<file path="config.mk">
export PLATFORM = sky130hd
export DESIGN_NAME = dns_a_record_extractor
export DESIGN_NICKNAME = d
export VERILOG_FILES = /design/src/hw/rtl/dnsx_pkg.sv /design/src/hw/rtl/dnsx_parse.sv /design/src/hw/rtl/dnsx_out_reg.sv /design/src/hw/rtl/dns_a_record_extractor.sv
export VERILOG_INCLUDE_DIRS = /design/src /design/src/hw/rtl
export SDC_FILE = /design/constraint.sdc
export NUM_CORES = 1
export LEC_CHECK = 0
export BUFFER_PORTS_ARGS = -buffer_cell sky130_fd_sc_hd__buf_4
export CELL_PAD_IN_SITES_DETAIL_PLACEMENT = 1
export CELL_PAD_IN_SITES_GLOBAL_PLACEMENT = 1
export CORE_MARGIN = 2
export CORE_UTILIZATION = 47
export CTS_CLUSTER_SIZE = 25
export DETAILED_ROUTE_END_ITERATION = 16
export PLACE_DENSITY_LB_ADDON = 0.1
export SLEW_MARGIN = 40
export SYNTH_ARGS = -nofsm -noshare
export SYNTH_HDL_FRONTEND = slang
export SYNTH_SLANG_ARGS = --single-unit
</file>
<file path="constraint.sdc">
create_clock -name i_clk -period 3.85 [get_ports i_clk]
set_clock_uncertainty 0.1 [all_clocks]
set_input_delay 0 -clock i_clk [delete_from_list [all_inputs] [get_ports i_clk]]
set_output_delay 0 -clock i_clk [all_outputs]
set_load 0.05 [all_outputs]
</file>
<file path="src/hw/rtl/assert_macros.svh">
// assertion helpers for the rtl
`ifndef ASSERT_MACROS_SVH
`define ASSERT_MACROS_SVH

`ifndef SYNTHESIS

// same-cycle implication, disabled while reset is low
`define ASSERT_NOW(lbl, clk, rstn, ante, cons, msg) \
    lbl: assert property (@(posedge clk) disable iff (!(rstn)) (ante) |-> (cons)) \
        else $error(msg);

// next-cycle implication, disabled while reset is low
`define ASSERT_NEXT(lbl, clk, rstn, ante, cons, msg) \
    lbl: assert property (@(posedge clk) disable iff (!(rstn)) (ante) |=> (cons)) \
        else $error(msg);

`else

`define ASSERT_NOW(lbl, clk, rstn, ante, cons, msg)
`define ASSERT_NEXT(lbl, clk, rstn, ante, cons, msg)

`endif

`endif

</file>
<file path="src/hw/rtl/dnsx_pkg.sv">
package dnsx_pkg;

    // parser phases
    localparam logic [3:0] PH_HEADER = 4'd0;
    localparam logic [3:0] PH_NAME   = 4'd1;
    localparam logic [3:0] PH_LABEL  = 4'd2;
    localparam logic [3:0] PH_PTR    = 4'd3;
    localparam logic [3:0] PH_QFIX   = 4'd4;
    localparam logic [3:0] PH_AFIX   = 4'd5;
    localparam logic [3:0] PH_ADATA  = 4'd6;
    localparam logic [3:0] PH_ASKIP  = 4'd7;
    localparam logic [3:0] PH_DONE   = 4'd8;

    // result status codes
    localparam logic [2:0] ST_OK        = 3'd0;
    localparam logic [2:0] ST_SHORT     = 3'd1;
    localparam logic [2:0] ST_ID        = 3'd2;
    localparam logic [2:0] ST_RCODE     = 3'd3;
    localparam logic [2:0] ST_NO_ANS    = 3'd4;
    localparam logic [2:0] ST_BAD_LABEL = 3'd5;
    localparam logic [2:0] ST_TRUNC     = 3'd6;
    localparam logic [2:0] ST_NO_A      = 3'd7;

    // byte positions and record constants
    localparam logic [3:0]  HDR_ID_HI   = 4'd0;
    localparam logic [3:0]  HDR_ID_LO   = 4'd1;
    localparam logic [3:0]  HDR_FLAGS   = 4'd3;
    localparam logic [3:0]  HDR_QD_HI   = 4'd4;
    localparam logic [3:0]  HDR_QD_LO   = 4'd5;
    localparam logic [3:0]  HDR_AN_HI   = 4'd6;
    localparam logic [3:0]  HDR_AN_LO   = 4'd7;
    localparam logic [3:0]  HDR_LAST    = 4'd11;
    localparam logic [3:0]  AF_TYPE_HI  = 4'd0;
    localparam logic [3:0]  AF_TYPE_LO  = 4'd1;
    localparam logic [3:0]  AF_LEN_HI   = 4'd8;
    localparam logic [3:0]  AF_LEN_LO   = 4'd9;
    localparam logic [15:0] QFIX_LEN    = 16'd4;
    localparam logic [15:0] TYPE_A      = 16'd1;
    localparam logic [15:0] ADDR_LEN    = 16'd4;
    localparam logic [1:0]  LBL_PTR     = 2'b11;
    localparam logic [1:0]  LBL_PLAIN   = 2'b00;

    typedef struct packed {
        logic        found;
        logic [31:0] address;
        logic [2:0]  status;
    } t_result;

endpackage

</file>
<file path="src/hw/rtl/dnsx_parse.sv">
module dnsx_parse
    import dnsx_pkg::*;
(
    input  logic        i_clk,
    input  logic        i_rst_n,
    input  logic        i_take,
    input  logic [7:0]  i_byte,
    input  logic        i_last,
    input  logic [15:0] i_expected_id,
    output t_result     o_result
);

    logic [3:0]  r_phase,   n_phase;
    logic [3:0]  r_cnt,     n_cnt;
    logic [15:0] r_qd,      n_qd;
    logic [15:0] r_an,      n_an;
    logic [15:0] r_skip,    n_skip;
    logic [15:0] r_type,    n_type;
    logic [7:0]  r_len_hi,  n_len_hi;
    logic [31:0] r_addr,    n_addr;
    logic [2:0]  r_outcome, n_outcome;

    logic [15:0] skip_dec;
    logic [15:0] an_dec;
    logic [15:0] rec_len;
    logic [2:0]  hdr_outcome;
    logic [2:0]  code;

    assign skip_dec = r_skip - 16'd1;
    assign an_dec   = r_an - 16'd1;
    assign rec_len  = {r_len_hi, i_byte};

    always_comb begin
        n_phase     = r_phase;
        n_cnt       = r_cnt;
        n_qd        = r_qd;
        n_an        = r_an;
        n_skip      = r_skip;
        n_type      = r_type;
        n_len_hi    = r_len_hi;
        n_addr      = r_addr;
        n_outcome   = r_outcome;
        hdr_outcome = r_outcome;
        code        = ST_OK;
        o_result    = '0;
        if (i_take) begin
            unique case (r_phase)
                PH_HEADER: begin
                    if (r_cnt == HDR_ID_HI) begin
                        n_type = {i_byte, 8'h00};
                    end else if (r_cnt == HDR_ID_LO) begin
                        n_type = {r_type[15:8], i_byte};
                        if ({r_type[15:8], i_byte} != i_expected_id) begin
                            n_outcome = ST_ID;
                        end
                    end else if (r_cnt == HDR_FLAGS) begin
                        if (i_byte[3:0] != 4'd0 && r_outcome == ST_OK) begin
                            n_outcome = ST_RCODE;
                        end
                    end else if (r_cnt == HDR_QD_HI) begin
                        n_qd = {i_byte, 8'h00};
                    end else if (r_cnt == HDR_QD_LO) begin
                        n_qd = {r_qd[15:8], i_byte};
                    end else if (r_cnt == HDR_AN_HI) begin
                        n_an = {i_byte, 8'h00};
                    end else if (r_cnt == HDR_AN_LO) begin
                        n_an = {r_an[15:8], i_byte};
                    end
                    if (r_cnt == HDR_LAST) begin
                        if (r_outcome == ST_OK && r_an == 16'd0) begin
                            hdr_outcome = ST_NO_ANS;
                        end
                        n_outcome = hdr_outcome;
                        n_phase   = (hdr_outcome != ST_OK) ? PH_DONE : PH_NAME;
                    end else begin
                        n_cnt = r_cnt + 4'd1;
                    end
                end
                PH_NAME: begin
                    if (i_byte == 8'h00) begin
                        n_cnt = '0;
                        if (r_qd != 16'd0) begin
                            n_phase = PH_QFIX;
                            n_skip  = QFIX_LEN;
                        end else begin
                            n_phase = PH_AFIX;
                        end
                    end else if (i_byte[7:6] == LBL_PTR) begin
                        n_phase = PH_PTR;
                    end else if (i_byte[7:6] != LBL_PLAIN) begin
                        n_outcome = ST_BAD_LABEL;
                        n_phase   = PH_DONE;
                    end else begin
                        n_skip  = {8'h00, i_byte};
                        n_phase = PH_LABEL;
                    end
                end
                PH_LABEL: begin
                    n_skip = skip_dec;
                    if (skip_dec == 16'd0) begin
                        n_phase = PH_NAME;
                    end
                end
                PH_PTR: begin
                    n_cnt = '0;
                    if (r_qd != 16'd0) begin
                        n_phase = PH_QFIX;
                        n_skip  = QFIX_LEN;
                    end else begin
                        n_phase = PH_AFIX;
                    end
                end
                PH_QFIX: begin
                    n_skip = skip_dec;
                    if (skip_dec == 16'd0) begin
                        n_qd    = r_qd - 16'd1;
                        n_phase = PH_NAME;
                    end
                end
                PH_AFIX: begin
                    if (r_cnt == AF_TYPE_HI) begin
                        n_type = {i_byte, 8'h00};
                    end else if (r_cnt == AF_TYPE_LO) begin
                        n_type = {r_type[15:8], i_byte};
                    end else if (r_cnt == AF_LEN_HI) begin
                        n_len_hi = i_byte;
                    end
                    if (r_cnt == AF_LEN_LO) begin
                        n_cnt = '0;
                        if (r_type == TYPE_A && rec_len == ADDR_LEN) begin
                            n_skip  = ADDR_LEN;
                            n_addr  = '0;
                            n_phase = PH_ADATA;
                        end else if (rec_len != 16'd0) begin
                            n_skip  = rec_len;
                            n_phase = PH_ASKIP;
                        end else begin
                            n_an = an_dec;
                            if (an_dec == 16'd0) begin
                                n_outcome = ST_NO_A;
                                n_phase   = PH_DONE;
                            end else begin
                                n_phase = PH_NAME;
                            end
                        end
                    end else begin
                        n_cnt = r_cnt + 4'd1;
                    end
                end
                PH_ADATA: begin
                    n_addr = {r_addr[23:0], i_byte};
                    n_skip = skip_dec;
                    if (skip_dec == 16'd0) begin
                        n_outcome = ST_OK;
                        n_phase   = PH_DONE;
                    end
                end
                PH_ASKIP: begin
                    n_skip = skip_dec;
                    if (skip_dec == 16'd0) begin
                        n_an = an_dec;
                        if (an_dec == 16'd0) begin
                            n_outcome = ST_NO_A;
                            n_phase   = PH_DONE;
                        end else begin
                            n_phase = PH_NAME;
                        end
                    end
                end
                default: begin
                    // settled: bytes are ignored until the last one
                end
            endcase

            // report on the last byte, then start afresh
            if (i_last) begin
                if (n_phase == PH_DONE) begin
                    code = n_outcome;
                end else if (n_phase == PH_HEADER) begin
                    code = ST_SHORT;
                end else begin
                    code = ST_TRUNC;
                end
                o_result.status  = code;
                o_result.found   = (code == ST_OK);
                o_result.address = (code == ST_OK) ? n_addr : 32'd0;
                n_phase   = PH_HEADER;
                n_cnt     = '0;
                n_qd      = '0;
                n_an      = '0;
                n_skip    = '0;
                n_type    = '0;
                n_len_hi  = '0;
                n_addr    = '0;
                n_outcome = ST_OK;
            end
        end
    end

    always_ff @(posedge i_clk) begin
        if (!i_rst_n) begin
            r_phase   <= PH_HEADER;
            r_cnt     <= '0;
            r_qd      <= '0;
            r_an      <= '0;
            r_skip    <= '0;
            r_type    <= '0;
            r_len_hi  <= '0;
            r_addr    <= '0;
            r_outcome <= ST_OK;
        end else begin
            r_phase   <= n_phase;
            r_cnt     <= n_cnt;
            r_qd      <= n_qd;
            r_an      <= n_an;
            r_skip    <= n_skip;
            r_type    <= n_type;
            r_len_hi  <= n_len_hi;
            r_addr    <= n_addr;
            r_outcome <= n_outcome;
        end
    end

endmodule

</file>
<file path="src/hw/rtl/dnsx_out_reg.sv">
module dnsx_out_reg
    import dnsx_pkg::*;
(
    input  logic    i_clk,
    input  logic    i_rst_n,
    input  logic    i_load,
    input  t_result i_result,
    input  logic    i_ready,
    output logic    o_space,
    output logic    o_valid,
    output t_result o_result
);

    logic    r_valid, n_valid;
    t_result r_result;

    assign o_space  = !r_valid || i_ready;
    assign o_valid  = r_valid;
    assign o_result = r_result;

    always_comb begin
        n_valid = r_valid;
        if (i_load) begin
            n_valid = 1'b1;
        end else if (i_ready) begin
            n_valid = 1'b0;
        end
    end

    always_ff @(posedge i_clk) begin
        if (!i_rst_n) begin
            r_valid <= 1'b0;
        end else begin
            r_valid <= n_valid;
        end
    end

    always_ff @(posedge i_clk) begin
        if (i_load) begin
            r_result <= i_result;
        end
    end

endmodule

</file>
<file path="src/hw/rtl/dns_a_record_extractor.sv">
// dns response a-record extractor: takes a dns response one byte per word, last byte flagged,
// and gives one word per packet with a status and the first ipv4 address found in an answer
// of type 1 with data length 4. a byte is registered on entry and parsed from that register by
// a single state update; the result is loaded into an output register on the edge that parses
// the packet's last byte, so the result word is valid from that edge. one byte is taken every
// cycle; only a last byte waits, and only while the output register still holds an unaccepted
// result, so the next packet can start while a finished result waits. the user must write
// expected_id through i_cfg_we/i_cfg_data only while idle; the block does not enforce it.
`include "assert_macros.svh"

module dns_a_record_extractor
    import dnsx_pkg::*;
(
    input  logic        i_clk,
    input  logic        i_rst_n,
    input  logic        i_cfg_we,
    input  logic [15:0] i_cfg_data,
    input  logic        i_valid,
    output logic        o_ready,
    input  logic [7:0]  i_data_byte,
    input  logic        i_last,
    output logic        o_valid,
    input  logic        i_ready,
    output logic        o_found,
    output logic [31:0] o_address,
    output logic [2:0]  o_status
);

    logic [15:0] r_expected_id;
    logic        r_in_valid;
    logic [7:0]  r_in_byte;
    logic        r_in_last;

    logic        take;
    logic        out_space;
    t_result     parse_result;
    t_result     out_result;

    // a last byte only moves on when the result register can take its word
    assign take    = r_in_valid && (!r_in_last || out_space);
    assign o_ready = !r_in_valid || take;

    always_ff @(posedge i_clk) begin
        if (!i_rst_n) begin
            r_expected_id <= '0;
            r_in_valid    <= 1'b0;
        end else begin
            if (i_cfg_we) begin
                r_expected_id <= i_cfg_data;
            end
            if (o_ready) begin
                r_in_valid <= i_valid;
            end
        end
    end

    always_ff @(posedge i_clk) begin
        if (i_valid && o_ready) begin
            r_in_byte <= i_data_byte;
            r_in_last <= i_last;
        end
    end

    dnsx_parse u_parse (
        .i_clk         (i_clk),
        .i_rst_n       (i_rst_n),
        .i_take        (take),
        .i_byte        (r_in_byte),
        .i_last        (r_in_last),
        .i_expected_id (r_expected_id),
        .o_result      (parse_result)
    );

    dnsx_out_reg u_out (
        .i_clk    (i_clk),
        .i_rst_n  (i_rst_n),
        .i_load   (take && r_in_last),
        .i_result (parse_result),
        .i_ready  (i_ready),
        .o_space  (out_space),
        .o_valid  (o_valid),
        .o_result (out_result)
    );

    assign o_found   = out_result.found;
    assign o_address = out_result.address;
    assign o_status  = out_result.status;

    `ASSERT_NOW(a_found_ok, i_clk, i_rst_n, o_valid, o_found == (o_status == ST_OK), "bad found")
    `ASSERT_NOW(a_addr_zero, i_clk, i_rst_n, o_valid && !o_found, o_address == 32'd0, "stray address")
    `ASSERT_NEXT(a_last_result, i_clk, i_rst_n, take && r_in_last, o_valid, "no result word")
    `ASSERT_NOW(a_no_overrun, i_clk, i_rst_n, take && r_in_last, out_space, "result overrun")

endmodule

</file>
==> flow_summary.yaml <==
outcome:
  outcome: "finished, final reports clean"
layout:
  areaGrowthSynthToFinish_pct: 19.7
  antennaDiodeCount: 0
  layout_common_cells: "139 x nand2_1, 133 x dfxtp_1, 120 x buf_4"
  seq_area_um2: 4010
  final_nets: 1328
  multiInputGateArea_um2: 5960
  fillCellCount: 2518
  final_common_cell: "nand2_1"
  drive_gt1_frac: 0.166
cts:
  htree_levels: 4
  numCtsBuffers: 17
  cts_sinks: 178
  clk_pin_slew_ns: 0.08
  cts_setup_buffers: 0
  max-clock-path-buffers: 2
  cts_root_buffer: "clkbuf_16"
  clock_latency_ns: 0.45
  cts_tree: "built"
floorplanning:
  initial_utilization: 0.477
  rows: 54
  io-pin-count: 68
  fp.coreArea_um2: 21700
  fp.dieW_um: 152
  die_area_um2: 23200
  die_h_um: 152
worst_hold_path:
  worstHoldPathType: "in -> reg"
logic_synthesis:
  synth_fp_nets: 1227
  synth.distinct_cells: 83
  synth_cells: 1185
  async_flop_share: 0
  synth_edf_count: 45
  synth_area_um2: 10300
  yosysWarnings: 0
  postSynthAreaPerCell_um2: 8.72
  synth_top_flop_cell: "dfxtp_1"
  ys_seq_area_frac: 0.388
  ys_ff_latch: 178
power:
  power.leakage_nw: 4.53
  combPwrFrac: 0.120
  total_power_mw: 4.25
  power.switching_mw: 1.24
  p_clk_frac: 0.412
  sw_frac_of_total: 0.291
  power.density_nw_per_um2: 343
  p_int_mw: 3.01
  seqPwrFrac: 0.468
  vdd_drop_max_v: 0.000263
detailed_routing:
  routed.top_layer: "met4"
  ant_nets: 0
  via_per_inst: 6.39
  wl_met1_um: 16600
  wl_met3_um: 1510
  vias: 10100
  drcViolationCount: 0
  finalWirelength_um: 38300
  first_pass_iters: 5
  met2_length_um: 18500
  wl_per_cell_um: 24.2
  drt-initial-drc-count: 699
sta:
  fin_crit_ns: 3.64
  hold_viol_final: 0
  drv_slew: 0
  max_clock_freq_mhz: 275
  worstMarginPinSlew_ns: 0.762
  worst_slack_ns: 0.214
  setup_viol: 0
  post-route-period-util: 0.945
  timing.slew.headroom: 0.490
global_route:
  grt_pass1_vias: 10400
  overflow: 0
  grt_first_pass_wirelength_um: 60300
  antenna_found_initial: 0
  grt_usage: 0.327
  grt_start_max_net_pins: 94
setup_path:
  arrival_ns: 3.70
  crit_fanout: 33
  worstSetupStartpointType: "register"
  worstSetupPathType: "reg -> reg"
  cp-end-kind: "register"
  crit_required_ns: 3.92
placement:
  post-place-ws_ns: 0.108
  gp_congestion: 1.07
  port_buffers: 67
  dp_hpwl_um: 24500
run:
  max-cap-violations: 0
[final timing paths]
path | cells after the start | endpoint | slack (ns) | start
setup / recovery | 10 | u_out.o_result[24] | 0.21 | u_parse.r_qd[0]
hold / removal | 2 | r_in_last | 0.17 | i_last
setup reg to reg | 10 | u_out.o_result[24] | 0.21 | u_parse.r_qd[0]
hold reg to reg | 2 | u_parse.r_type[5] | 0.37 | u_parse.r_type[5]
[what timing repair did]
item	in CTS	in global routing
hold buffers	44	1
hold endpoints to repair	36	3
endpoints found under the setup margin	0	41
resized for setup	0	11
[per-layer routing]
metal,global-route usage,vias to the layer above
met1,0.411,5092
met4,0.157,0
met2,0.556,300
li1,-,4609
met3,0.0441,83
met5,0,-
[power groups by stage]
| stage | registers (mW) | logic [mW] | clock network (mW) |
|---|---|---|---|
| after floorplan | 2.04 | 0.261 | 0 |
| after global placement | 2.02 | 0.432 | 0 |
| after detailed placement | 2.03 | 0.443 | 0 |
| after CTS | 1.98 | 0.488 | 1.74 |
| after global routing | 1.99 | 0.542 | 1.83 |
| final | 1.99 | 0.510 | 1.75 |
[synthesized netlist by cell type, drive strengths merged (8+ instances only)]
| cell | n | area [um2] |
|---|---|---|
| mux2i | 33 | 330 |
| xnor2 | 30 | 263 |
| a21boi | 21 | 158 |
| nor4 | 53 | 513 |
| o21ai | 57 | 289 |
| a22oi | 91 | 683 |
| a22o | 8 | 70.1 |
| clkbuf | 71 | 267 |
| edfxtp | 45 | 1350 |
| dfxtp | 133 | 2660 |
| a211oi | 10 | 75.1 |
| inv | 19 | 71.3 |
| nand2 | 141 | 532 |
| nor2b | 84 | 526 |
| and2 | 8 | 50.1 |
| or3 | 10 | 62.6 |
| nor3 | 30 | 155 |
| nand3 | 32 | 160 |
| a21oi | 49 | 249 |
| buf | 15 | 101 |
| ha | 12 | 150 |
| xor2 | 11 | 96.3 |
| nor2 | 68 | 255 |
| nand4 | 21 | 131 |
| a31oi | 11 | 68.8 |
[cells by family (layout without fill, tap and decap cells)]
logic type,Yosys count,count (layout),share of synthesized area
fa+ha+maj,12,12,0.0145
mux,33,33,0.0320
compound gates,321,321,0.220
xor+xnor,41,41,0.0347
flops,178,178,0.388
simple gates,495,495,0.268
buf+inv,105,219,0.0425
[registers in the layout, summed over array words and instances (netlist names)]
register / flops
u_parse.r_an: 16
u_parse.r_len_hi: 8
u_parse.r_addr: 32
r_in_byte: 8
u_out.o_result: 36
r_in_last: 1
u_parse.r_skip: 16
u_parse.r_cnt: 4
u_parse.r_qd: 16
u_parse.r_phase: 4
r_in_valid: 1
u_parse.r_outcome: 3
u_parse.r_type: 16
r_expected_id: 16
u_out.o_valid: 1
[through the flow]
stage / hold slack [ns] / cell area, um2 / TNS [ns] / instances / util
6_report: 0.172 / 12400 / 0 / 1579 / 0.570
5_1_grt: 0.168 / 12400 / -0.00140 / 1579 / 0.570
4_1_cts: 0.111 / 12300 / 0 / 1578 / 0.567
3_5_place_dp: 0.0796 / 11300 / 0 / 1502 / 0.521
3_3_place_gp: 0.0809 / 11300 / 0 / 1502 / 0.520
2_1_floorplan: -0.00113 / 10300 / 0 / 1185 / -
[worst max-delay path, cell delays in order (launching register included)]
cell      delay, ns
dfxtp_1        0.36
inv_1          0.09
ha_1           0.27
nor3b_1        0.48
nand4_1        0.50
or3_1          0.57
a41o_1         0.28
nand4b_1       0.16
nand4b_4       0.18
buf_12         0.23
nor4_1         0.10
[area by class of cell]
class                           count  area share
Clock inverter                     14      0.0112
Tap cell                          280      0.0283
Clock buffer                       18      0.0347
Inverter                           19     0.00577
Sequential cell                   178       0.325
Multi-Input combinational cell    902       0.482
Timing Repair Buffer              168       0.113
No activity file was read; power rests on OpenSTA's default activity.
